## src/rtl/mrfe_pkg.sv

```systemverilog
// Shared constants, types and helper functions of the magic resync frame extractor.
package mrfe_pkg;

   // Frame geometry
   localparam int MAX_FRAME_BYTES = 128;
   localparam int MIN_FRAME_BYTES = 12;
   localparam int HEADER_BYTES    = 8;
   localparam int MAGIC_BYTES     = 4;
   localparam int POS_W           = $clog2(MAX_FRAME_BYTES);
   localparam int LEN_W           = $clog2(MAX_FRAME_BYTES + 1);
   localparam int MATCH_W         = 3;
   localparam int BYTE_W          = 8;
   localparam int OFFSET_W        = 7;
   localparam int TYPE_W          = 32;
   localparam int COUNT_W         = 16;
   localparam int CSR_INDEX_W     = 2;

   // Register reset values
   localparam int BROADCAST_LEN_RESET = 36;
   localparam int SEND_LEN_RESET      = 104;
   localparam int DEFAULT_LEN_RESET   = 16;

   // Frame type codes
   localparam logic [TYPE_W-1:0] TYPE_BROADCAST   = 32'd0;
   localparam logic [TYPE_W-1:0] TYPE_HOST_SEND   = 32'd5;
   localparam logic [TYPE_W-1:0] TYPE_CLIENT_SEND = 32'd6;

   // Register indexes
   localparam logic [CSR_INDEX_W-1:0] CSR_BROADCAST_LEN = 2'd0;
   localparam logic [CSR_INDEX_W-1:0] CSR_SEND_LEN      = 2'd1;
   localparam logic [CSR_INDEX_W-1:0] CSR_DEFAULT_LEN   = 2'd2;

   // Word held in the input register
   typedef struct packed {
      logic              valid;
      logic [BYTE_W-1:0] data;
   } mrfe_item_type;

   // Clamped frame lengths from the register file
   typedef struct packed {
      logic [LEN_W-1:0] broadcast_len;
      logic [LEN_W-1:0] send_len;
      logic [LEN_W-1:0] default_len;
   } mrfe_len_type;

   // Expected magic byte at a given match position
   function automatic logic [BYTE_W-1:0] magic_byte(input logic [1:0] idx);
      logic [BYTE_W-1:0] b;
      unique case (idx)
         2'd0:    b = 8'h52; // R
         2'd1:    b = 8'h46; // F
         2'd2:    b = 8'h55; // U
         default: b = 8'h31; // 1
      endcase
      return b;
   endfunction

   // Limit a written length to the supported frame size range
   function automatic logic [LEN_W-1:0] clamp_len(input logic [BYTE_W-1:0] v);
      logic [LEN_W-1:0] r;
      if ({1'b0, v} < 9'(MIN_FRAME_BYTES)) begin
         r = LEN_W'(MIN_FRAME_BYTES);
      end else if ({1'b0, v} > 9'(MAX_FRAME_BYTES)) begin
         r = LEN_W'(MAX_FRAME_BYTES);
      end else begin
         r = LEN_W'(v);
      end
      return r;
   endfunction

endpackage

```

## src/rtl/magic_resync_frame_extractor_core.sv

```systemverilog
// Top level of the magic resync frame extractor.
//
// Usage:
//   req_*  carries one stream byte per word (req_valid / req_stall).
//   rsp_*  carries one frame body byte per word with its offset, the frame
//          type, a last-byte flag and the running frame count.
//   csr_*  writes the three frame length registers (index 0 broadcast,
//          1 host/client send, 2 all other types); csr_ready is always high.
//          Write only while no bytes are in flight.
// Path: a body byte passes through the input register and then the result
//   register before rsp_valid rises. Magic and type bytes produce no word.
// Throughput: one byte per cycle while no held result stalls a body byte, set
//   by the single input register feeding the parser and its result register.
// Reset: synchronous; clears the hunt, frame count and both registers'
//   valid flags, and loads the default lengths (36, 104, 16).
// Stall: while rsp_stall holds a result, magic and type bytes still pass; a body
//   byte waits in the input register and req_stall rises until the result moves.
module magic_resync_frame_extractor_core (
   input  logic                              clock,
   input  logic                              reset,
   input  logic                              req_valid,
   output logic                              req_stall,
   input  logic [mrfe_pkg::BYTE_W-1:0]       req_in_byte,
   output logic                              rsp_valid,
   input  logic                              rsp_stall,
   output logic [mrfe_pkg::BYTE_W-1:0]       rsp_out_byte,
   output logic [mrfe_pkg::OFFSET_W-1:0]     rsp_byte_offset,
   output logic [mrfe_pkg::TYPE_W-1:0]       rsp_frame_type,
   output logic                              rsp_is_last,
   output logic [mrfe_pkg::COUNT_W-1:0]      rsp_frame_count,
   input  logic                              csr_valid,
   output logic                              csr_ready,
   input  logic [mrfe_pkg::CSR_INDEX_W-1:0]  csr_index,
   input  logic [mrfe_pkg::BYTE_W-1:0]       csr_data
);
   import mrfe_pkg::*;

   mrfe_item_type item;
   mrfe_len_type  lengths;
   logic          taken;

   mrfe_csr u_csr (
      .clock     (clock),
      .reset     (reset),
      .csr_valid (csr_valid),
      .csr_ready (csr_ready),
      .csr_index (csr_index),
      .csr_data  (csr_data),
      .lengths   (lengths)
   );

   mrfe_in_reg u_in_reg (
      .clock       (clock),
      .reset       (reset),
      .req_valid   (req_valid),
      .req_stall   (req_stall),
      .req_in_byte (req_in_byte),
      .taken       (taken),
      .item        (item)
   );

   mrfe_parser u_parser (
      .clock           (clock),
      .reset           (reset),
      .item            (item),
      .taken           (taken),
      .lengths         (lengths),
      .rsp_valid       (rsp_valid),
      .rsp_stall       (rsp_stall),
      .rsp_out_byte    (rsp_out_byte),
      .rsp_byte_offset (rsp_byte_offset),
      .rsp_frame_type  (rsp_frame_type),
      .rsp_is_last     (rsp_is_last),
      .rsp_frame_count (rsp_frame_count)
   );

endmodule

```

## src/rtl/mrfe_csr.sv

```systemverilog
// Frame length register file, stored already clamped to the legal range.
module mrfe_csr (
   input  logic                           clock,
   input  logic                           reset,
   input  logic                           csr_valid,
   output logic                           csr_ready,
   input  logic [mrfe_pkg::CSR_INDEX_W-1:0] csr_index,
   input  logic [mrfe_pkg::BYTE_W-1:0]    csr_data,
   output mrfe_pkg::mrfe_len_type         lengths
);
   import mrfe_pkg::*;

   mrfe_len_type len_ff;
   mrfe_len_type len_in;

   assign csr_ready = 1'b1;
   assign lengths   = len_ff;

   // Decode the write; unknown indexes drop the word
   always_comb begin
      len_in = len_ff;
      if (csr_valid) begin
         unique case (csr_index)
            CSR_BROADCAST_LEN: len_in.broadcast_len = clamp_len(csr_data);
            CSR_SEND_LEN:      len_in.send_len      = clamp_len(csr_data);
            CSR_DEFAULT_LEN:   len_in.default_len   = clamp_len(csr_data);
            default:           len_in = len_ff;
         endcase
      end
   end

   always_ff @(posedge clock) begin
      if (reset) begin
         len_ff.broadcast_len <= clamp_len(BYTE_W'(BROADCAST_LEN_RESET));
         len_ff.send_len      <= clamp_len(BYTE_W'(SEND_LEN_RESET));
         len_ff.default_len   <= clamp_len(BYTE_W'(DEFAULT_LEN_RESET));
      end else begin
         len_ff <= len_in;
      end
   end

endmodule

```

## src/rtl/mrfe_in_reg.sv

```systemverilog
// Input register: captures one stream word and holds it until the parser takes it.
module mrfe_in_reg (
   input  logic                        clock,
   input  logic                        reset,
   input  logic                        req_valid,
   output logic                        req_stall,
   input  logic [mrfe_pkg::BYTE_W-1:0] req_in_byte,
   input  logic                        taken,
   output mrfe_pkg::mrfe_item_type     item
);
   import mrfe_pkg::*;

   logic              valid_ff;
   logic              valid_in;
   logic [BYTE_W-1:0] data_ff;
   logic              accept;

   // Hold off the sender only while a word sits here and is not taken
   assign req_stall = valid_ff && !taken;
   assign accept    = req_valid && !req_stall;

   always_comb begin
      if (accept) begin
         valid_in = 1'b1;
      end else if (taken) begin
         valid_in = 1'b0;
      end else begin
         valid_in = valid_ff;
      end
   end

   always_ff @(posedge clock) begin
      if (reset) begin
         valid_ff <= 1'b0;
      end else begin
         valid_ff <= valid_in;
      end
   end

   always_ff @(posedge clock) begin
      if (accept) begin
         data_ff <= req_in_byte;
      end
   end

   assign item.valid = valid_ff;
   assign item.data  = data_ff;

endmodule

```

## src/rtl/mrfe_parser.sv

```systemverilog
// Magic hunt, header assembly and body emission with the result register.
module mrfe_parser (
   input  logic                          clock,
   input  logic                          reset,
   input  mrfe_pkg::mrfe_item_type       item,
   output logic                          taken,
   input  mrfe_pkg::mrfe_len_type        lengths,
   output logic                          rsp_valid,
   input  logic                          rsp_stall,
   output logic [mrfe_pkg::BYTE_W-1:0]   rsp_out_byte,
   output logic [mrfe_pkg::OFFSET_W-1:0] rsp_byte_offset,
   output logic [mrfe_pkg::TYPE_W-1:0]   rsp_frame_type,
   output logic                          rsp_is_last,
   output logic [mrfe_pkg::COUNT_W-1:0]  rsp_frame_count
);
   import mrfe_pkg::*;

   // Frame state
   logic [MATCH_W-1:0] match_ff, match_in;
   logic [TYPE_W-1:0]  type_ff, type_in;
   logic [POS_W-1:0]   pos_ff, pos_in;
   logic [LEN_W-1:0]   len_ff, len_in;
   logic [COUNT_W-1:0] count_ff, count_in;

   // Result register
   logic                out_valid_ff, out_valid_in;
   logic [BYTE_W-1:0]   out_byte_ff;
   logic [OFFSET_W-1:0] out_offset_ff;
   logic [TYPE_W-1:0]   out_type_ff;
   logic                out_last_ff;
   logic [COUNT_W-1:0]  out_count_ff;

   logic               hunting;
   logic               in_body;
   logic               out_free;
   logic               emit;
   logic               last;
   logic [LEN_W-1:0]   pos_plus_one;
   logic [TYPE_W-1:0]  type_shift;
   logic [LEN_W-1:0]   picked_len;

   assign hunting      = (match_ff != MATCH_W'(MAGIC_BYTES));
   assign in_body      = !hunting && (pos_ff >= POS_W'(HEADER_BYTES));
   assign out_free     = !out_valid_ff || !rsp_stall;
   assign taken        = item.valid && (!in_body || out_free);
   assign emit         = taken && in_body;
   assign pos_plus_one = LEN_W'(pos_ff) + LEN_W'(1);
   assign last         = (pos_plus_one >= len_ff);
   assign type_shift   = {type_ff[TYPE_W-BYTE_W-1:0], item.data};

   // Select the frame length from the completed type word
   always_comb begin
      if (type_shift == TYPE_BROADCAST) begin
         picked_len = lengths.broadcast_len;
      end else if (type_shift == TYPE_HOST_SEND || type_shift == TYPE_CLIENT_SEND) begin
         picked_len = lengths.send_len;
      end else begin
         picked_len = lengths.default_len;
      end
   end

   // Advance the frame state on each taken word
   always_comb begin
      match_in = match_ff;
      type_in  = type_ff;
      pos_in   = pos_ff;
      len_in   = len_ff;
      count_in = count_ff;
      if (taken) begin
         if (hunting) begin
            if (item.data == magic_byte(match_ff[1:0])) begin
               match_in = match_ff + MATCH_W'(1);
               if (match_ff == MATCH_W'(MAGIC_BYTES - 1)) begin
                  pos_in  = POS_W'(MAGIC_BYTES);
                  type_in = '0;
               end
            end else if (item.data == magic_byte(2'd0)) begin
               match_in = MATCH_W'(1);
            end else begin
               match_in = '0;
            end
         end else if (!in_body) begin
            type_in = type_shift;
            pos_in  = pos_ff + POS_W'(1);
            if (pos_ff == POS_W'(HEADER_BYTES - 1)) begin
               len_in = picked_len;
            end
         end else begin
            pos_in = pos_ff + POS_W'(1);
            if (last) begin
               count_in = count_ff + COUNT_W'(1);
               match_in = '0;
               pos_in   = '0;
            end
         end
      end
   end

   always_ff @(posedge clock) begin
      if (reset) begin
         match_ff <= '0;
         type_ff  <= '0;
         pos_ff   <= '0;
         len_ff   <= '0;
         count_ff <= '0;
      end else begin
         match_ff <= match_in;
         type_ff  <= type_in;
         pos_ff   <= pos_in;
         len_ff   <= len_in;
         count_ff <= count_in;
      end
   end

   // Load the result register when a body byte goes out, drop it once taken
   always_comb begin
      if (out_free) begin
         out_valid_in = emit;
      end else begin
         out_valid_in = out_valid_ff;
      end
   end

   always_ff @(posedge clock) begin
      if (reset) begin
         out_valid_ff <= 1'b0;
      end else begin
         out_valid_ff <= out_valid_in;
      end
   end

   always_ff @(posedge clock) begin
      if (emit) begin
         out_byte_ff   <= item.data;
         out_offset_ff <= OFFSET_W'(pos_ff);
         out_type_ff   <= type_ff;
         out_last_ff   <= last;
         out_count_ff  <= count_ff + COUNT_W'(1);
      end
   end

   assign rsp_valid       = out_valid_ff;
   assign rsp_out_byte    = out_byte_ff;
   assign rsp_byte_offset = out_offset_ff;
   assign rsp_frame_type  = out_type_ff;
   assign rsp_is_last     = out_last_ff;
   assign rsp_frame_count = out_count_ff;

endmodule

```

## config.mk

```make
export PLATFORM = sky130hd
export DESIGN_NAME = magic_resync_frame_extractor_core
export DESIGN_NICKNAME = d
export VERILOG_FILES = /design/src/rtl/mrfe_pkg.sv /design/src/rtl/magic_resync_frame_extractor_core.sv /design/src/rtl/mrfe_csr.sv /design/src/rtl/mrfe_in_reg.sv /design/src/rtl/mrfe_parser.sv
export SDC_FILE = /design/constraint.sdc
export NUM_CORES = 1
export LEC_CHECK = 0
export BUFFER_PORTS_ARGS = -buffer_cell sky130_fd_sc_hd__buf_4
export CAP_MARGIN = 20
export CORE_MARGIN = 3
export CORE_UTILIZATION = 55
export DETAILED_ROUTE_END_ITERATION = 6
export PLACE_DENSITY = 0.77
export SETUP_SLACK_MARGIN = 0.02
export SLEW_MARGIN = 0
export SYNTH_ARGS = -nofsm -noshare
export SYNTH_HDL_FRONTEND = slang
export SYNTH_SLANG_ARGS = --single-unit
```

## constraint.sdc

```tcl
create_clock -name clock -period 4.4 [get_ports clock]
set_input_delay 0.88 -clock clock [delete_from_list [all_inputs] [get_ports clock]]
set_output_delay 0.88 -clock clock [all_outputs]
set_load 0.02 [all_outputs]
```

After elaboration in Yosys (flattened, before gate mapping):

Cells that the tools add are included.

* memories kept: 0
* output and inout port bits: 67
* ROM bits: 0
* bits in latches: 0
* flip-flop bits (word level): 164
* memory bits (writable): 0
* logic and storage cells: 91

* div/mod/pow operators: 0
* mux-type cells: 23
* bitwise operators: 2
* add/subtract/negate cells: 4
* equality and inequality tests: 14
* multipliers: 0
* order comparisons: 4
* shifts and indexed selects: 0
* reductions and logical operators: 28

Operator list (count)
* two-way mux 32 bit: 4
* equality test 32 x 3 -> 1 bit (second input constant): 2
* two-way mux 8 bit: 6
* two-way mux 7 bit: 5
* zero test 32 bit: 1
* case mux 7 bit (3 select lines): 1
* adder 16 x 1 -> 16 bit (second input constant): 1
* two-way mux 3 bit: 4
* AND reduction 4 bit: 3
* adder 7 x 1 -> 8 bit (second input constant): 1
* equality test 8 x 7 -> 1 bit (second input constant): 1
* equality test 8 bit: 1
* greater-or-equal comparator 8 bit: 1
* > comparator 8 bit (second input constant): 1
* less-than comparator 8 x 4 -> 1 bit (second input constant): 1
* adder 7 x 1 -> 7 bit (second input constant): 1
* equality test 7 x 3 -> 1 bit (second input constant): 1
* greater-or-equal comparator 7 x 4 -> 1 bit (second input constant): 1
* zero test 1 bit: 6
* AND reduction 2 bit: 3
* AND reduction 3 bit: 2
* nonzero test 2 bit: 3
* logical AND 1 bit: 5
* equality test 2 x 1 -> 1 bit (second input constant): 2
* other kinds (10): 18

Logic depth before layout (Yosys ltp):

Gate-level depths: netlist of run 1.

* depth in word-level cells: 11
* depth in mapped cells: 12
* mapped depth without buffers: 10

Cells and area by module:

A second synthesis of run 1 with hierarchy kept.

* cells, all modules: 650
* area, all modules: 6977.9 µm²

By module, submodules not included
* mrfe_parser: area each 5710.5 µm², cells an instance 529, instances 1
* mrfe_csr: area each 969.7 µm², cells an instance 108, instances 1
* mrfe_in_reg: area each 297.8 µm², cells an instance 13, instances 1

Worst setup path before layout of run 1:

Ideal clock, no wire load.

* kind: input to register
* start point: input port rsp_stall
* end point: register u_parser.count_ff[14]
* arrival time: 2570 ps
* stages on the path: 5
* setup time: 123 ps
* path slack: 1707 ps
* cells stage by stage: nand2_1 -> nand4_4 -> inv_2 -> and3_1 -> mux2_1

* cells in the longest elaborated chain, start to end: 5

RTL lines
* start: declaration: line magic_resync_frame_extractor_core.sv:25 `input logic rsp_stall,`
* zero test 1 bit: line mrfe_parser.sv:44 `assign out_free = !out_valid_ff || !rsp_stall;`
* logical OR 1 bit: line mrfe_parser.sv:44
* logical OR 1 bit: line mrfe_parser.sv:45 `assign taken = item.valid && (!in_body || out_free);`
* logical AND 1 bit: line mrfe_parser.sv:45
* AND reduction 4 bit (no source line)
* end signal: assignment: line mrfe_parser.sv:111 `count_ff <= count_in;`
* end: declaration: line mrfe_parser.sv:23 `logic [COUNT_W-1:0] count_ff, count_in;`

No other way between the ends.
A chain may end at the register's enable or synchronous reset.

Worst setup path in the final report of run 1:

* start point: register u_parser.match_ff[1]
* end point: output port req_stall

* cells in the longest elaborated chain, start to end: 8

RTL lines
* start: declaration: line mrfe_parser.sv:19 `logic [MATCH_W-1:0] match_ff, match_in;`
* start signal: assignment: line mrfe_parser.sv:107 `match_ff <= match_in;`
* != test 3 bit: line mrfe_parser.sv:42 `assign hunting = (match_ff != MATCH_W'(MAGIC_BYTES));`
* zero test 1 bit: line mrfe_parser.sv:43 `assign in_body = !hunting && (pos_ff >= POS_W'(HEADER_BYTES));`
* logical AND 1 bit: line mrfe_parser.sv:43
* zero test 1 bit: line mrfe_parser.sv:45
* logical OR 1 bit: line mrfe_parser.sv:45
* logical AND 1 bit: line mrfe_parser.sv:45
* zero test 1 bit: line mrfe_in_reg.sv:19 `assign req_stall = valid_ff && !taken;`
* logical AND 1 bit: line mrfe_in_reg.sv:19
* end: declaration: line magic_resync_frame_extractor_core.sv:22 `output logic req_stall,`

No other way between the ends.

==> out/summary.txt, run 1 <==
====================================================================================
Outcome ............................................................... finished, final reports clean
Main combinational cell family by area after synthesis ................ compound AO/OA/AOI/OAI gates
Yosys top cell by area ................................................ sky130_fd_sc_hd__edfxtp_1
Cts hold-fix bufs .....................................................            0
Cell chosen for the clock root ........................................ sky130_fd_sc_hd__clkbuf_16
Weighted congestion at the end of routability-driven global placement .        0.854
Warnings, synthesis ...................................................            0
Largest stage delay on the critical path ..............................       550 ps
RSZ-0062 raised after global routing ..................................           no
Nature of the critical path endpoint .................................. primary output
Hold Path Sink ........................................................ u_parser.rsp_frame_type[24]
Clk buf depth .........................................................            2
Count of vias placed by the detailed router ...........................         4715
Setup TNS .............................................................         0 ps
Number of buffers inserted to repair setup after CTS ..................            0
Boundary Pins .........................................................           90
Max Slew Vio Count ....................................................            0
Nets ..................................................................          676
Antenna Nets Post-Route ...............................................            0
Start point of the worst hold path .................................... u_parser.type_ff[24]
Number of flops mapped to enable cells by yosys .......................           72
Total wirelength of the detailed-routed design ........................      13.4 mm
Later-pin clock latency in the skew report ............................       420 ps
Post-synthesis instance area ..........................................  0.00663 mm²
Yosys reg bits ........................................................          164
Class of the most critical setup path .................................      reg2out
Fmax ..................................................................      342 MHz
Final critical-path required period ...................................      2920 ps
# Max-Cap Violations ..................................................            0
Area share of and/or/nand/nor cells after synthesis ...................        0.138
Leakage power .........................................................      3.09 nW
Total of endpoints with negative setup slack in the final report ......            0
H-tree levels .........................................................            4
Remaining global-route overflow .......................................            0
Clock sinks ...........................................................          164
CP cell instances ..................................................... inv_1 -> ha_1 -> nand3_1 -> nor3_1 -> buf_4
Detail Placement HPWL .................................................      9.18 mm
Synthesized netlist net count .........................................          595
Netlist cell types ....................................................           67
Sequential fraction of the synthesis area .............................        0.604
Setup skew after layout ...............................................      8.48 ps
Critical-path maximum fanout ..........................................            5
Synth Flop Type ....................................................... sky130_fd_sc_hd__dfxtp_1
Compound-Gate Fraction of Synth Area ..................................        0.145
Worst endpoint required time ..........................................      3520 ps
Remaining routing DRC violations ......................................            0
Most common library cells after synthesis ............................. sky130_fd_sc_hd__dfxtp_1 (92), sky130_fd_sc_hd__edfxtp_1 (72), sky130_fd_sc_hd__nor2_1 (37), sky130_fd_sc_hd__a22o_1 (32), sky130_fd_sc_hd__a21oi_1 (27)
Min-delay worst type ..................................................      reg2reg
Count of standard-cell rows ...........................................           39
Fraction of registers with async set/reset ............................            0
Maximum number of pins on one net before global-route repair ..........           56
Count of mapped cells out of synthesis ................................          558
Final Hold Violating Endpoints ........................................            0
Xor and xnor fraction of the mapped netlist area ......................       0.0290
Vias in the first global route ........................................         4435
Global-route wire length before repair ................................      22.4 mm
Startpoint kind of the worst setup timing path ........................         flop
Cells on Worst Hold Path ..............................................            0
Final worst path period share .........................................        0.664
Area growth from synthesis to final layout ............................        19.0%
Largest voltage drop on the vdd net ...................................     0.247 mV
Average footprint of a synthesized cell ...............................     11.9 µm²
Final Power ...........................................................    0.00306 W
Number of clock buffers inserted by TritonCTS .........................           17
Relative max-transition margin ........................................        0.311
Pwr/cell area .........................................................   388 mW/mm²
Launch point of the worst reg-to-reg path ............................. u_parser.pos_ff[2]
Cell Count, Final, Fillers Out ........................................          795
Measured slew at the worst slew-check pin .............................      1030 ps
Number of antenna diodes ..............................................            0
Overall die area ......................................................   0.0134 mm²
Chip Height ...........................................................       116 µm
Floorplan Core Area ...................................................   0.0116 mm²
Antenna violations before repair ......................................            0
Die extent in x .......................................................       116 µm
Number of buffer and inverter stages on the critical path .............            2
CTS tree ..............................................................          yes
Worst flop-to-flop path endpoint ...................................... u_parser.count_ff[14]
Arr. time, crit path ..................................................      2040 ps
Global-route total usage across every layer ...........................        0.212
Cell with the most instances after synthesis .......................... sky130_fd_sc_hd__dfxtp_1
Cell types occupying the most area after synthesis .................... sky130_fd_sc_hd__edfxtp_1 (33%), sky130_fd_sc_hd__dfxtp_1 (28%), sky130_fd_sc_hd__a22o_1 (4.2%), sky130_fd_sc_hd__ha_1 (2.6%), sky130_fd_sc_hd__nor2_1 (2.1%)
Cell count after placement ............................................          763
Flop2flop setup slack .................................................      1490 ps
Vias per Instance .....................................................         5.93
Mux contribution to synthesized area ..................................       0.0187
CTS clock-pin slew for the worst setup and hold paths .................        60 ps
Family with the most delay on the worst path .......................... simple AND/OR/NAND/NOR gates
Share of post-route cells with drive strength above 1 .................        0.215
Critical path's slowest cell .......................................... sky130_fd_sc_hd__nor3_1
Pre-Repair DR Iteration Count .........................................            6
Post-cts sizing count .................................................            0
Fraction of synthesized cell area taken by the top area cell type .....        0.326
Count of cells along the worst register-to-register path ..............           11
Drt wl/cell ...........................................................      16.9 µm
Synth Area in Adders ..................................................       0.0264
DRC marker count from the first detailed-route iteration ..............          401
Initial Util ..........................................................        0.571
Quantity of I/O buffers inserted on ports .............................           88
====================================================================================
==> state kept, by name, summed over array words and instances, names as in the netlist <==
register and cells:
u_parser.match_ff 3, u_in_reg.valid_ff 1, u_parser.count_ff 16, u_parser.type_ff 32, u_parser.rsp_is_last 1, u_parser.rsp_out_byte 8
u_parser.rsp_frame_type 32, u_parser.rsp_byte_offset 7, u_in_reg.data_ff 8, u_parser.rsp_frame_count 16, u_parser.pos_ff 7, u_parser.len_ff 8
u_parser.rsp_valid 1, u_csr.lengths 24
==> logic make-up (layout without fill, tap and decap cells) <==
group,after synthesis,in the layout
fa+ha+maj,14,14
xor+xnor,22,22
buf+inv,56,150
compound gates,131,131
other cells,1,1
mux,12,12
simple gates,158,158
flops,164,164
==> area by class of cell <==
class                   count  area [µm²]
clock buffers              20         447
clock inverters            12        95.1
fillers                   860        3720
inverters                  26        97.6
multi-input cells         338        2380
flip-flops and latches    164        4000
well taps                 143         179
repair buffers             92         691
==> worst reg2reg max path, delay by kind of cell (launching register included) <==
family / cells / cell delay [ps]
AO/OA/AOI/OAI: 3 / 400
adder cells (fa/ha/maj): 1 / 250
buffers and inverters: 2 / 450
flip-flops: 1 / 520
multiplexers: 1 / 300
AND/OR/NAND/NOR: 4 / 880
==> power by group <==
| group | switching, W | internal, W |
|---|---|---|
| sequential | 0.0000193 | 0.00160 |
| clock | 0.000600 | 0.000747 |
| combinational | 0.0000581 | 0.0000392 |
==> through the flow <==
stage | utilization | hold slack, ps | area (µm²) | setup slack [ps]
floorplan | - | 403 | 6630 | 1710
global placement | 0.633 | 421 | 7350 | 1540
detailed placement | 0.633 | 427 | 7350 | 1370
CTS | 0.680 | 443 | 7890 | 1500
global route | 0.680 | 456 | 7890 | 1280
finish | 0.680 | 442 | 7890 | 1480
==> routing by layer <==
| layer | track usage | share of wire | vias up |
|---|---|---|---|
| li1 | - | - | 2259 |
| met1 | 0.272 | 0.43 | 2275 |
| met2 | 0.352 | 0.50 | 162 |
| met3 | 0.0538 | 0.056 | 19 |
| met4 | 0.0750 | 0.016 | 0 |
| met5 | 0 | 0 | - |
==> placed cells by master (no fill, tap or decap), types with 7 or more instances in the layout <==
| cell | n |
|---|---|
| sky130_fd_sc_hd__nor3_1 | 9 |
| sky130_fd_sc_hd__a2bb2oi_1 | 8 |
| sky130_fd_sc_hd__nand2_1 | 23 |
| sky130_fd_sc_hd__a22oi_1 | 8 |
| sky130_fd_sc_hd__edfxtp_1 | 72 |
| sky130_fd_sc_hd__nand4_1 | 8 |
| sky130_fd_sc_hd__mux2i_1 | 9 |
| sky130_fd_sc_hd__a22o_1 | 32 |
| sky130_fd_sc_hd__ha_1 | 14 |
| sky130_fd_sc_hd__inv_1 | 24 |
| sky130_fd_sc_hd__nand3_1 | 15 |
| sky130_fd_sc_hd__o31ai_1 | 8 |
| sky130_fd_sc_hd__buf_4 | 92 |
| sky130_fd_sc_hd__or4_1 | 9 |
| sky130_fd_sc_hd__xnor2_1 | 14 |
| sky130_fd_sc_hd__nor2_1 | 36 |
| sky130_fd_sc_hd__xor2_1 | 8 |
| sky130_fd_sc_hd__clkbuf_16 | 17 |
| sky130_fd_sc_hd__a21oi_1 | 27 |
| sky130_fd_sc_hd__dfxtp_1 | 92 |
| sky130_fd_sc_hd__o21ai_1 | 11 |
| sky130_fd_sc_hd__nor2b_1 | 8 |
| sky130_fd_sc_hd__nor4_1 | 7 |
==> worst max-delay path by stage <==
stage | from | cells past startpoint | endpoint
floorplan | rsp_stall | 5 | u_parser.count_ff[14]
global placement | rsp_stall | 5 | u_parser.rsp_frame_type[2]
detailed placement | rsp_stall | 7 | u_parser.count_ff[10]
CTS | u_parser.match_ff[1] | 5 | req_stall
global route | u_parser.pos_ff[0] | 11 | u_parser.count_ff[14]
finish | u_parser.match_ff[1] | 5 | req_stall
Power figures use the tool's default switching activity.
==> run 2, diff against run 1 <==
--- a/config.mk
+++ b/config.mk
@@ -5,12 +5,13 @@
 export SDC_FILE = /design/constraint.sdc
 export NUM_CORES = 1
 export LEC_CHECK = 0
+export ABC_AREA = 1
 export BUFFER_PORTS_ARGS = -buffer_cell sky130_fd_sc_hd__buf_4
 export CAP_MARGIN = 20
 export CORE_MARGIN = 3
-export CORE_UTILIZATION = 55
+export CORE_UTILIZATION = 52
 export DETAILED_ROUTE_END_ITERATION = 6
-export PLACE_DENSITY = 0.77
+export PLACE_DENSITY = 0.76
 export SETUP_SLACK_MARGIN = 0.02
 export SLEW_MARGIN = 0
 export SYNTH_ARGS = -nofsm -noshare
==> constraint.sdc (replaced) <==
create_clock -name clock -period 2.4 [get_ports clock]
set_input_delay 0.48 -clock clock [delete_from_list [all_inputs] [get_ports clock]]
set_output_delay 0.48 -clock clock [all_outputs]
set_load 0.02 [all_outputs]
==> out/summary.txt, run 2 <==
====================================================================================
Final worst path period share .........................................        0.956
Critical-path maximum fanout ..........................................            6   was 5
Fin util ..............................................................        0.660   was 0.680
Sequential fraction of the synthesis area .............................        0.553   was 0.604
Most common cell after layout, fill and taps aside .................... sky130_fd_sc_hd__nand2_1
Final Power ...........................................................    0.00578 W   was 0.00306 W
Initial Util ..........................................................        0.538   was 0.571
Overall die area ......................................................   0.0154 mm²   was 0.0134 mm²
Weighted congestion at the end of routability-driven global placement .        0.900   was 0.854
Leakage power .........................................................      4.04 nW   was 3.09 nW
Met3 Resource Use GR ..................................................       0.0463   was 0.0538
Antenna Nets Post-Route ...............................................            0   unchanged
Family with the most delay on the worst path .......................... simple AND/OR/NAND/NOR gates   unchanged
# fillers .............................................................         1115   was 860
Number of flops mapped to enable cells by yosys .......................           72   unchanged
Met1 demand-to-capacity share in global routing .......................        0.259   was 0.272
Outcome ............................................................... finished, final reports clean   unchanged
Count of standard-cell rows ...........................................           42   was 39
Cell count after placement ............................................         1101   was 763
Most used cell, CP .................................................... sky130_fd_sc_hd__nand2_2
Area growth from synthesis to final layout ............................        22.7%   was 19.0%
Share of post-route cells with drive strength above 1 .................        0.204   was 0.215
Critical path's slowest cell .......................................... sky130_fd_sc_hd__dfxtp_4   was sky130_fd_sc_hd__nor3_1
Worst endpoint required time ..........................................      2760 ps   was 3520 ps
Cell with the most instances after synthesis .......................... sky130_fd_sc_hd__nand2_1   was sky130_fd_sc_hd__dfxtp_1
Post-Route Hold Slack .................................................       226 ps   was 442 ps
Vias per Instance .....................................................         5.00   was 5.93
Pwr/cell area .........................................................   651 mW/mm²   was 388 mW/mm²
Fraction of synthesized cell area taken by the top area cell type .....        0.299   was 0.326
H-tree levels .........................................................            4   unchanged
CTS tree ..............................................................          yes   unchanged
Total of endpoints with negative setup slack in the final report ......            0   unchanged
Quantity of I/O buffers inserted on ports .............................           88   unchanged
Maximum number of pins on one net before global-route repair ..........           60   was 56
Boundary Pins .........................................................           90   unchanged
Clk buf depth .........................................................            2   unchanged
Number of clock buffers inserted by TritonCTS .........................           17   unchanged
CTS clock-pin slew for the worst setup and hold paths .................        60 ps   about the same
Warnings, synthesis ...................................................            0   unchanged
Cell types occupying the most area after synthesis .................... sky130_fd_sc_hd__edfxtp_1 (30%), sky130_fd_sc_hd__dfxtp_1 (25%), sky130_fd_sc_hd__nand2_1 (9.2%), sky130_fd_sc_hd__nor2_1 (7.0%), sky130_fd_sc_hd__inv_1 (5.7%)   was sky130_fd_sc_hd__edfxtp_1 (33%), sky130_fd_sc_hd__dfxtp_1 (28%), sky130_fd_sc_hd__a22o_1 (4.2%), sky130_fd_sc_hd__ha_1 (2.6%), sky130_fd_sc_hd__nor2_1 (2.1%)
Most frequent cells in the layout ..................................... sky130_fd_sc_hd__nand2_1 (171), sky130_fd_sc_hd__nor2_1 (133), sky130_fd_sc_hd__inv_1 (108), sky130_fd_sc_hd__buf_4 (101), sky130_fd_sc_hd__dfxtp_1 (87)   was sky130_fd_sc_hd__buf_4 (92), sky130_fd_sc_hd__dfxtp_1 (92), sky130_fd_sc_hd__edfxtp_1 (72), sky130_fd_sc_hd__nor2_1 (36), sky130_fd_sc_hd__a22o_1 (32)
Count of vias placed by the detailed router ...........................         5693   was 4715
Count of mapped cells out of synthesis ................................          851   was 558
Synth Flop Type ....................................................... sky130_fd_sc_hd__dfxtp_1   unchanged
Global-route wire length before repair ................................      24.2 mm   was 22.4 mm
RSZ-0062 raised after global routing ..................................          yes   was no
Largest stage delay on the critical path ..............................       380 ps   was 550 ps
Class of the most critical setup path .................................      reg2reg   was reg2out
Yosys reg bits ........................................................          164   unchanged
Nature of the critical path endpoint ..................................         flop   was primary output
Drt wl/cell ...........................................................      13.1 µm   was 16.9 µm
Multi-input combinational cell area ...................................  0.00275 mm²   was 0.00238 mm²
Final critical-path required period ...................................      2290 ps
FF/Latch Area .........................................................  0.00402 mm²   was 0.00400 mm²
Number of antenna diodes ..............................................            0   unchanged
Startpoint kind of the worst setup timing path ........................         flop   unchanged
Final Hold Violating Endpoints ........................................            0   unchanged
Synthesized netlist net count .........................................          888   was 595
Global routing met2 resource utilization ..............................        0.336   was 0.352
Number of buffer and inverter stages on the critical path .............            1   was 2
Placed cell areas .....................................................  0.00808 mm²   was 0.00735 mm²
Arr. time, crit path ..................................................      2660 ps   was 2040 ps
Fmax ..................................................................      436 MHz
Cell chosen for the clock root ........................................ sky130_fd_sc_hd__clkbuf_16   unchanged
Most utilized layer in the global route result ........................         met2   unchanged
Floorplan Core Area ...................................................   0.0135 mm²   was 0.0116 mm²
CP cell instances ..................................................... ha_4 -> nand2_4 -> nor2_4 -> nand3_2 -> xor2_2 -> ha_1 -> nand2_2 -> o21a_1 -> nand2_2 -> nand2_2 -> nor2_4 -> buf_12 -> nand2_4 -> a21oi_2   was inv_1 -> ha_1 -> nand3_1 -> nor3_1 -> buf_4
Die extent in x .......................................................       124 µm   was 116 µm
Min-delay worst type ..................................................       in2reg   was reg2reg
Most common library cells after synthesis ............................. sky130_fd_sc_hd__nand2_1 (178), sky130_fd_sc_hd__nor2_1 (135), sky130_fd_sc_hd__inv_1 (109), sky130_fd_sc_hd__dfxtp_1 (92), sky130_fd_sc_hd__edfxtp_1 (72)   was sky130_fd_sc_hd__dfxtp_1 (92), sky130_fd_sc_hd__edfxtp_1 (72), sky130_fd_sc_hd__nor2_1 (37), sky130_fd_sc_hd__a22o_1 (32), sky130_fd_sc_hd__a21oi_1 (27)
Max Slew Vio Count ....................................................            0   unchanged
Antenna violations before repair ......................................            0   unchanged
Vias in the first global route ........................................         5293   was 4435
Largest voltage drop on the vdd net ...................................     0.454 mV   was 0.247 mV
DRC marker count from the first detailed-route iteration ..............          408   was 401
Finished layout cell area .............................................  0.00888 mm²   was 0.00789 mm²
# Max-Cap Violations ..................................................            0   unchanged
Netlist cell types ....................................................           35   was 67
Detail Placement HPWL .................................................      9.80 mm   was 9.18 mm
Chip Height ...........................................................       124 µm   was 116 µm
Yosys top cell by area ................................................ sky130_fd_sc_hd__edfxtp_1   unchanged
Nets ..................................................................          986   was 676
Fraction of registers with async set/reset ............................            0   unchanged
Pre-Repair DR Iteration Count .........................................            5   was 6
Global-route total usage across every layer ...........................        0.201   was 0.212
Setup skew after layout ...............................................      9.42 ps   was 8.48 ps
Remaining routing DRC violations ......................................            0   unchanged
Average footprint of a synthesized cell ...............................     8.51 µm²   was 11.9 µm²
Total wirelength of the detailed-routed design ........................      14.9 mm   was 13.4 mm
Cell Count, Final, Fillers Out ........................................         1138   was 795
Post-synthesis instance area ..........................................  0.00724 mm²   was 0.00663 mm²
Clock sinks ...........................................................          164   unchanged
Remaining global-route overflow .......................................            0   unchanged
Later-pin clock latency in the skew report ............................       430 ps   was 420 ps
====================================================================================
==> run 2: final timing paths <==
kind | startpoint | to | slack (ps) | cells past startpoint
worst max-delay path | u_parser.pos_ff[0] | u_parser.count_ff[10] | 110 | 14
worst min-delay path | req_in_byte[1] | u_in_reg.data_ff[1] | 230 | 1
worst max register to register | u_parser.pos_ff[0] | u_parser.count_ff[10] | 110 | 14
worst min register to register | u_parser.type_ff[29] | u_parser.rsp_frame_type[29] | 440 | 0
==> run 2: cell type report <==
cell class / count / area share
clock buffers: 17 / 0.0479
flip-flops and latches: 164 / 0.452
clock inverters: 15 / 0.0148
multi-input cells: 544 / 0.310
well taps: 176 / 0.0248
repair buffers: 107 / 0.0995
inverters: 115 / 0.0506
==> run 2: where the power goes <==
part           internal, W  switching (W)
clock network      0.00143        0.00113
logic            0.0000896       0.000167
registers          0.00293      0.0000312
==> run 2: what timing repair did <==
item / in CTS / in global routing
cloned: 0 / 1
endpoints found under the setup margin: 14 / 51
setup buffers: 1 / 3
gates resized for setup: 4 / 39
hold buffers: 0 / 0
endpoints found under the hold margin: 0 / 0
pin swaps: 1 / 18
==> run 2: routing by layer <==
metal	vias up	share of wire
met5	-	0
met4	0	0.014
met3	17	0.052
met2	149	0.48
met1	2617	0.45
li1	2910	-
==> run 2: logic make-up after synthesis <==
| group | count (synthesis) | synth area share |
|---|---|---|
| AO/OA/AOI/OAI | 102 | 0.0723 |
| other | 1 | 0.000518 |
| AND/OR/NAND/NOR | 412 | 0.246 |
| flip-flops | 164 | 0.553 |
| buffers and inverters | 143 | 0.0854 |
| XOR/XNOR | 15 | 0.0182 |
| adder cells (fa/ha/maj) | 14 | 0.0242 |
==> run 2: through the flow <==
step	setup TNS (ps)	worst slack, ps
2_1_floorplan	0	130
3_3_place_gp	0	85.6
3_5_place_dp	-11.5	-5.33
4_1_cts	0	67.4
5_1_grt	-268	-39.8
6_report	0	105
==> run 3, diff against run 2 <==
--- a/config.mk
+++ b/config.mk
@@ -12,8 +12,9 @@
 export CORE_UTILIZATION = 52
 export DETAILED_ROUTE_END_ITERATION = 6
 export PLACE_DENSITY = 0.76
+export REMOVE_ABC_BUFFERS = 1
 export SETUP_SLACK_MARGIN = 0.02
-export SLEW_MARGIN = 0
+export SLEW_MARGIN = 10
 export SYNTH_ARGS = -nofsm -noshare
 export SYNTH_HDL_FRONTEND = slang
 export SYNTH_SLANG_ARGS = --single-unit
==> out/summary.txt, run 3 (synthesis gave the netlist of run 2 again) <==
====================================================================================
# fillers .............................................................         1142   was 1115
Worst flop-to-flop path endpoint ...................................... u_parser.count_ff[4]   was u_parser.count_ff[10]
Critical-path maximum fanout ..........................................            6   unchanged
Flop2flop setup slack .................................................        80 ps   was 110 ps
Maximum number of pins on one net before global-route repair ..........           46   was 60
DRC marker count from the first detailed-route iteration ..............          405   was 408
Min-delay worst type ..................................................       in2reg   unchanged
H-tree levels .........................................................            4   unchanged
Initial Util ..........................................................        0.538   unchanged
Pwr/cell area .........................................................   646 mW/mm²   was 651 mW/mm²
Pre-Repair DR Iteration Count .........................................            5   unchanged
Arr. time, crit path ..................................................      2630 ps   was 2660 ps
CTS tree ..............................................................          yes   unchanged
Outcome ............................................................... finished, final reports clean   unchanged
Vias in the first global route ........................................         5104   was 5293
CTS clock-pin slew for the worst setup and hold paths .................        60 ps   about the same
Area growth from synthesis to final layout ............................        21.0%   was 22.7%
Count of cells along the worst register-to-register path ..............           14   unchanged
Overall die area ......................................................   0.0154 mm²   unchanged
Hold Path Sink ........................................................ u_in_reg.data_ff[6]   was u_in_reg.data_ff[1]
Number of antenna diodes ..............................................            0   unchanged
Detail Placement HPWL .................................................      9.76 mm   was 9.80 mm
Floorplan Core Area ...................................................   0.0135 mm²   unchanged
Final Hold Violating Endpoints ........................................            0   unchanged
RSZ-0062 raised after global routing ..................................          yes   unchanged
Final critical-path required period ...................................      2320 ps   was 2290 ps
Cell chosen for the clock root ........................................ sky130_fd_sc_hd__clkbuf_16   unchanged
Weighted congestion at the end of routability-driven global placement .        0.917   was 0.900
Count of vias placed by the detailed router ...........................         5632   was 5693
Vias per Instance .....................................................         4.95   was 5.00
Class of the most critical setup path .................................      reg2reg   unchanged
Total of endpoints with negative setup slack in the final report ......            0   unchanged
Quantity of I/O buffers inserted on ports .............................           88   unchanged
Global-route wire length before repair ................................      23.4 mm   was 24.2 mm
Start point of the worst hold path .................................... req_in_byte[6]   was req_in_byte[1]
Clock sinks ...........................................................          164   unchanged
Largest voltage drop on the vdd net ...................................     0.417 mV   was 0.454 mV
Max Slew Vio Count ....................................................            0   unchanged
Final worst path period share .........................................        0.968   was 0.956
Antenna Nets Post-Route ...............................................            0   unchanged
Launch point of the worst reg-to-reg path ............................. u_parser.pos_ff[2]   was u_parser.pos_ff[0]
Setup skew after layout ...............................................      6.88 ps   was 9.42 ps
Total wirelength of the detailed-routed design ........................      14.5 mm   was 14.9 mm
Worst endpoint required time ..........................................      2710 ps   was 2760 ps
Clk buf depth .........................................................            2   unchanged
# Max-Cap Violations ..................................................            0   unchanged
Remaining global-route overflow .......................................            0   unchanged
Drt wl/cell ...........................................................      12.8 µm   was 13.1 µm
Later-pin clock latency in the skew report ............................       420 ps   was 430 ps
Global-route total usage across every layer ...........................        0.194   was 0.201
Antenna violations before repair ......................................            0   unchanged
Boundary Pins .........................................................           90   unchanged
Post-Route Hold Slack .................................................       235 ps   was 226 ps
Cells on Worst Hold Path ..............................................            1   unchanged
Final worst slack .....................................................      75.7 ps   was 105 ps
Pre-CTS WS ............................................................      1.95 ps   was -5.33 ps
Chip Height ...........................................................       124 µm   unchanged
Nature of the critical path endpoint ..................................         flop   unchanged
Share of post-route cells with drive strength above 1 .................        0.187   was 0.204
Die extent in x .......................................................       124 µm   unchanged
Fmax ..................................................................      430 MHz   was 436 MHz
Startpoint kind of the worst setup timing path ........................         flop   unchanged
Most frequent cells in the layout ..................................... sky130_fd_sc_hd__nand2_1 (175), sky130_fd_sc_hd__nor2_1 (134), sky130_fd_sc_hd__inv_1 (109), sky130_fd_sc_hd__buf_4 (105), sky130_fd_sc_hd__dfxtp_1 (89)   was sky130_fd_sc_hd__nand2_1 (171), sky130_fd_sc_hd__nor2_1 (133), sky130_fd_sc_hd__inv_1 (108), sky130_fd_sc_hd__buf_4 (101), sky130_fd_sc_hd__dfxtp_1 (87)
Nets ..................................................................          987   was 986
Leakage power .........................................................      3.95 nW   was 4.04 nW
Number of clock buffers inserted by TritonCTS .........................           17   unchanged
Count of standard-cell rows ...........................................           42   unchanged
Remaining routing DRC violations ......................................            0   unchanged
Most common cell after layout, fill and taps aside .................... sky130_fd_sc_hd__nand2_1   unchanged
====================================================================================
==> run 3: how the worst max path moves through the flow <==
stage,slack [ps],end,from
after floorplan,-390,u_parser.count_ff[1],u_parser.match_ff[0]
after global placement,80,u_parser.count_ff[6],u_parser.pos_ff[0]
after detailed placement,2,u_parser.count_ff[3],u_parser.pos_ff[0]
after CTS,7,req_stall,u_parser.match_ff[1]
after global routing,-130,u_parser.count_ff[10],u_parser.pos_ff[2]
final,80,u_parser.count_ff[4],u_parser.pos_ff[2]
==> run 3: cell type report <==
| cell class | count | area (µm²) | share of cell area |
|---|---|---|---|
| clock inverter | 11 | 90.1 | 0.0103 |
| inverter | 115 | 447 | 0.0510 |
| tap | 176 | 220 | 0.0251 |
| multi-input combinational | 544 | 2700 | 0.308 |
| clock buffer | 20 | 437 | 0.0499 |
| sequential | 164 | 4010 | 0.458 |
| timing repair buffer | 108 | 853 | 0.0974 |
==> run 3: what timing repair did <==
item / CTS / global route
pin swaps: 1 / 7
gates resized for setup: 3 / 21
setup buffers: 1 / 2
cloned: 0 / 1
endpoints found under the setup margin: 5 / 26
hold buffers: 0 / 0
==> run 3: power breakdown <==
part,leakage (nW),internal [W],switching [W]
logic,2.24,0.0000878,0.000167
registers,1.46,0.00294,0.0000318
clock network,0.254,0.00141,0.00103
==> run 3: worst max-delay path, stage by stage, from the launching register on <==
cell and delay [ps]:
sky130_fd_sc_hd__dfxtp_2 380, sky130_fd_sc_hd__nand3_2 120, sky130_fd_sc_hd__nor3_2 250, sky130_fd_sc_hd__buf_4 160, sky130_fd_sc_hd__nand2_1 40, sky130_fd_sc_hd__nor2_1 90, sky130_fd_sc_hd__ha_1 250, sky130_fd_sc_hd__a21oi_1 150
sky130_fd_sc_hd__o21a_1 200, sky130_fd_sc_hd__nand2_4 90, sky130_fd_sc_hd__nand2_2 100, sky130_fd_sc_hd__nor2_4 50, sky130_fd_sc_hd__clkbuf_16 150, sky130_fd_sc_hd__nor2_1 120, sky130_fd_sc_hd__nor2_1 70
==> run 3: stage by stage <==
| stage | setup TNS (ps) | utilization | power [W] | instance area [µm²] | instances |
|---|---|---|---|---|---|
| after floorplan | -5730 | - | 0.00317 | 7060 | 823 |
| after global routing | -1110 | 0.651 | 0.00585 | 8760 | 1138 |
| after global placement | 0 | 0.600 | 0.00327 | 8070 | 1103 |
| final | 0 | 0.651 | 0.00566 | 8760 | 1138 |
| after CTS | 0 | 0.641 | 0.00568 | 8630 | 1135 |
| after detailed placement | 0 | 0.600 | 0.00327 | 8070 | 1103 |
==> run 3: routing by layer <==
layer | wire length [µm] | track usage | vias up
met5 | 0 | 0 | -
met4 | 318 | 0.0862 | 0
met3 | 731 | 0.0386 | 24
met2 | 7000 | 0.307 | 166
met1 | 6470 | 0.259 | 2523
li1 | - | - | 2919
